==> src/rtl/asra_pkg.sv <==
// Shared types and constants of the span row accumulator.
`default_nettype none

package asra_pkg;

    // field widths
    localparam int FRAC_BITS  = 8;
    localparam int EDGE_W     = 19;
    localparam int WIDTH_W    = 11;
    localparam int INDEX_W    = 10;
    localparam int TOTAL_W    = 19;
    localparam int VALUE_W    = 16;
    // pixel counter wide enough for the largest row (4096 pixels)
    localparam int SPAN_IDX_W = 13;
    localparam int POS_W      = SPAN_IDX_W + FRAC_BITS;
    // per-pixel coverage amount, 0..256
    localparam int AMT_W      = FRAC_BITS + 1;

    localparam logic [WIDTH_W-1:0] ROW_WIDTH_RESET = 11'd1024;
    localparam logic [AMT_W:0]     ONE_PIXEL_AMT   = 10'd256;

    // request command codes
    localparam logic CMD_PAINT = 1'b0;
    localparam logic CMD_READ  = 1'b1;

    typedef logic [SPAN_IDX_W-1:0] idx_t;
    typedef logic [VALUE_W-1:0]    value_t;

    typedef enum logic [2:0] {
        ST_CLEAR,
        ST_IDLE,
        ST_WALK,
        ST_DONE,
        ST_RD_DONE
    } state_t;

    // clamped span, ready for the pixel walk
    typedef struct packed {
        logic                 bad;
        logic                 empty;
        logic [SPAN_IDX_W-1:0] first;
        logic [SPAN_IDX_W-1:0] last;
        logic [FRAC_BITS-1:0]  lo_cut;
        logic [FRAC_BITS-1:0]  hi_cut;
        logic [TOTAL_W-1:0]    total;
    } span_t;

endpackage

`default_nettype wire

==> src/rtl/asra_span_prep.sv <==
// Span clamp: turns raw edges into first/last pixel, edge cuts and total.
`default_nettype none

module asra_span_prep #(
    parameter int ROW_PIXELS = 1024
) (
    input  wire logic [asra_pkg::WIDTH_W-1:0]        row_width,
    input  wire logic signed [asra_pkg::EDGE_W-1:0]  left_edge,
    input  wire logic signed [asra_pkg::EDGE_W-1:0]  right_edge,
    output asra_pkg::span_t                          span
);

    localparam asra_pkg::idx_t ROW_LIMIT = asra_pkg::idx_t'(ROW_PIXELS);
    localparam logic signed [asra_pkg::POS_W:0] ROUND_UP =
        {{(asra_pkg::POS_W + 1 - asra_pkg::FRAC_BITS){1'b0}}, {asra_pkg::FRAC_BITS{1'b1}}};
    localparam logic signed [asra_pkg::POS_W:0] ZERO_POS = '0;

    asra_pkg::idx_t                    width_eff;
    asra_pkg::idx_t                    first_pix;
    asra_pkg::idx_t                    end_pix;
    logic signed [asra_pkg::POS_W:0]   lim;
    logic signed [asra_pkg::POS_W:0]   x0;
    logic signed [asra_pkg::POS_W:0]   x1;
    logic signed [asra_pkg::POS_W:0]   c0;
    logic signed [asra_pkg::POS_W:0]   c1;
    logic signed [asra_pkg::POS_W:0]   c1_up;
    logic signed [asra_pkg::POS_W:0]   diff;
    logic                              reversed;
    logic                              outside;
    logic                              no_pixels;

    // effective row limit in 1/256 pixel
    always_comb
    begin
        width_eff = (asra_pkg::idx_t'(row_width) > ROW_LIMIT) ? ROW_LIMIT
                                                              : asra_pkg::idx_t'(row_width);
        lim = {1'b0, width_eff, {asra_pkg::FRAC_BITS{1'b0}}};
    end

    // sign-extend, classify and clamp the edges
    always_comb
    begin
        x0 = {{(asra_pkg::POS_W + 1 - asra_pkg::EDGE_W){left_edge[asra_pkg::EDGE_W-1]}},
              left_edge};
        x1 = {{(asra_pkg::POS_W + 1 - asra_pkg::EDGE_W){right_edge[asra_pkg::EDGE_W-1]}},
              right_edge};
        reversed = x1 < x0;
        outside  = (x1 < ZERO_POS) || (x0 > lim);
        c0 = (x0 < ZERO_POS) ? ZERO_POS : ((x0 > lim) ? lim : x0);
        c1 = (x1 < ZERO_POS) ? ZERO_POS : ((x1 > lim) ? lim : x1);
        c1_up = c1 + ROUND_UP;
        diff  = c1 - c0;
    end

    // pixel range and edge cuts
    always_comb
    begin
        first_pix = c0[asra_pkg::POS_W-1:asra_pkg::FRAC_BITS];
        end_pix   = c1_up[asra_pkg::POS_W-1:asra_pkg::FRAC_BITS];
        no_pixels = reversed || outside || (end_pix <= first_pix);

        span.bad    = reversed;
        span.empty  = no_pixels;
        span.first  = first_pix;
        span.last   = end_pix - asra_pkg::idx_t'(1);
        span.lo_cut = c0[asra_pkg::FRAC_BITS-1:0];
        span.hi_cut = (~c1[asra_pkg::FRAC_BITS-1:0]) + {{(asra_pkg::FRAC_BITS-1){1'b0}}, 1'b1};
        span.total  = no_pixels ? '0 : diff[asra_pkg::TOTAL_W-1:0];
    end

endmodule

`default_nettype wire

==> config.mk <==
export PLATFORM = sky130hd
export DESIGN_NAME = asra_span_prep
export DESIGN_NICKNAME = d
export VERILOG_FILES = /design/src/rtl/asra_pkg.sv /design/src/rtl/asra_span_prep.sv
export SDC_FILE = /design/constraint.sdc
export NUM_CORES = 1
export LEC_CHECK = 0
export BUFFER_PORTS_ARGS = -buffer_cell sky130_fd_sc_hd__buf_2
export CORE_UTILIZATION = 50
export DETAILED_ROUTE_END_ITERATION = 16
export PLACE_DENSITY_LB_ADDON = 0.3
export SYNTH_ARGS = -nofsm -noshare
export SYNTH_HDL_FRONTEND = slang
export SYNTH_SLANG_ARGS = --single-unit
==> constraint.sdc <==
create_clock -name vclk -period 6.2
set_clock_uncertainty 0.1 [all_clocks]
set_input_delay 0.93 -clock vclk [all_inputs]
set_output_delay 0.93 -clock vclk [all_outputs]
set_load 0.01 [all_outputs]
==> out/qor.csv <==
metric,value,unit
status,"finished, violations left",
violations,setup timing,
track_usage,0.2990,
rsz0062_at_grt,true,
fmax,161.2,MHz
synthesis.area,0.003603,mm2
drv_cap,0,
grt_max_degree,24,
cp_num_buf_inv,8,
critical_path.max_stage_delay,290,ps
yosysSeqAreaShare,0,
holdCritStartpoint,left_edge[3],
maxSlewViolCount,0,
finish.net_count,785,
start_util,0.5246,
num_rows,30,
num_io_pins,112,
vdd_drop_max,0.00006463,V
post_dp_cell_area,0.004432,mm2
dp_slack,-194.1,ps
overflow,0,
startpoint,row_width[10],
place_congestion,0.9497,
hpwl,9.467,mm
p_leak,0.002608,uW
core_area,0.006869,mm2
hold_path.class,input pin to primary output,
path_delay_family,compound AO/OA/AOI/OAI gates,
final-seq-area,0,um2
area_growth_syn_to_layout,38.16,%
drt.antenna.violating_nets,0,
avgSynthCellArea,6.851,um2
p_per_area,107.2,mW/mm2
antenna_found_initial,0,
dieArea,0.007551,mm2
cp.required,5170,ps
yosys_warnings,0,
total_power,533.9,uW
setup_slack,-5.118,ps
drc,0,
synthCells,526,
die_y,86.90,um
start_kind,input pin,
arrival,5180,ps
grt_pass1_vias,4186,
finalInstanceArea,0.004979,mm2
fill_cells,557,
critPathSlowestCell,ha_1,
drt_first_pass_iters,5,
setup_viol,5,
die_x,86.90,um
seq_cells,0,
io_buffers,109,
min_period,6205,ps
clkbuf_count,0,
routedWlPerCell,16.27,um
period_share,1.001,
antennaDiodeCount,0,
cp-end-kind,primary output,
synthDistinctLibCells,78,
hold_violations,0,
cp_max_fo,8,
drive_above_1_share,0.3776,
crit_type,input pin to primary output,
via_per_inst,5.899,
drt_iter0_markers,362,
postRouteWirelength,12.46,mm
vias,4519,
grt_pass1_wl,18.55,mm
-- layer usage --
layer	share of wire	global-route usage
met2	0.49	0.5540
met5	0	0
met4	0.049	0.1394
met3	0.055	0.01137
met1	0.41	0.3530
-- synthesized netlist by cell type (9+ instances only) --
master | count | share of area
nand2_1 | 40 | 0.042
xor2_1 | 10 | 0.024
ha_1 | 63 | 0.22
nand4_1 | 9 | 0.016
nor2b_1 | 14 | 0.024
nor2_1 | 52 | 0.054
or2_2 | 11 | 0.019
a21o_1 | 14 | 0.029
a21oi_1 | 33 | 0.046
inv_1 | 54 | 0.056
xnor2_1 | 29 | 0.070
nor3_1 | 17 | 0.024
nand3_1 | 11 | 0.015
o21ai_0 | 18 | 0.025
-- layout by cell type (no fill, tap or decap), drive strengths merged, types with 8 or more instances in the layout --
cell / synthesis / layout
nor2: 53 / 53
a21o: 14 / 14
a21oi: 38 / 38
buf: 17 / 165
nor3: 21 / 21
ha: 63 / 63
nor2b: 14 / 14
nand3: 11 / 11
or2: 11 / 11
inv: 54 / 54
nand4: 10 / 10
and2: 8 / 8
o21ai: 26 / 26
xnor2: 29 / 29
xor2: 10 / 10
nand2: 42 / 42
-- worst paths after layout --
| kind | end | cells past startpoint |
|---|---|---|
| min | span[30] | 4 |
| max | span[17] | 29 |
-- logic make-up (layout without fill, tap and decap cells) --
kind of cell    Yosys count  count (layout)  share of synthesized area
compound gates          127             127                     0.2434
fa+ha+maj                64              64                     0.2243
other cells               2               4                   0.002084
simple gates            206             206                     0.3083
buf+inv                  79             221                     0.1014
xor+xnor                 39              39                    0.09479
mux                       9               9                    0.02569
-- metrics by stage --
stage               TNS (ps)  instances  utilization  hold WS, ps
floorplan                  0        528            -         1875
global placement      -118.9        746       0.6452         2103
detailed placement     -3623        746       0.6452         2110
CTS                        0        747       0.6532         2111
global route           -3189        766       0.7248         2136
finish                -14.37        766       0.7248         2112
-- area by class of cell --
type,instances,area [um2],area share
Timing Repair Buffer,165,1080,0.2169
Inverter,56,210.2,0.04222
Multi-Input combinational cell,449,3568,0.7168
Tap cell,96,120.1,0.02413
-- where the power goes --
| part | switching, uW | internal, uW |
|---|---|---|
| clock | 0 | 0 |
| sequential | 0 | 0 |
| combinational | 294 | 240 |
| total | 294 | 240 |
-- timing repair --
action                                 CTS  global route
cloned                                   0             3
setup endpoints to repair               20            20
pin swaps                                6            41
endpoints found under the hold margin    0             0
gates resized for setup                 13            74
buffers inserted                         1            16
hold buffers                             0             0
(Power assumes the default switching activity.)
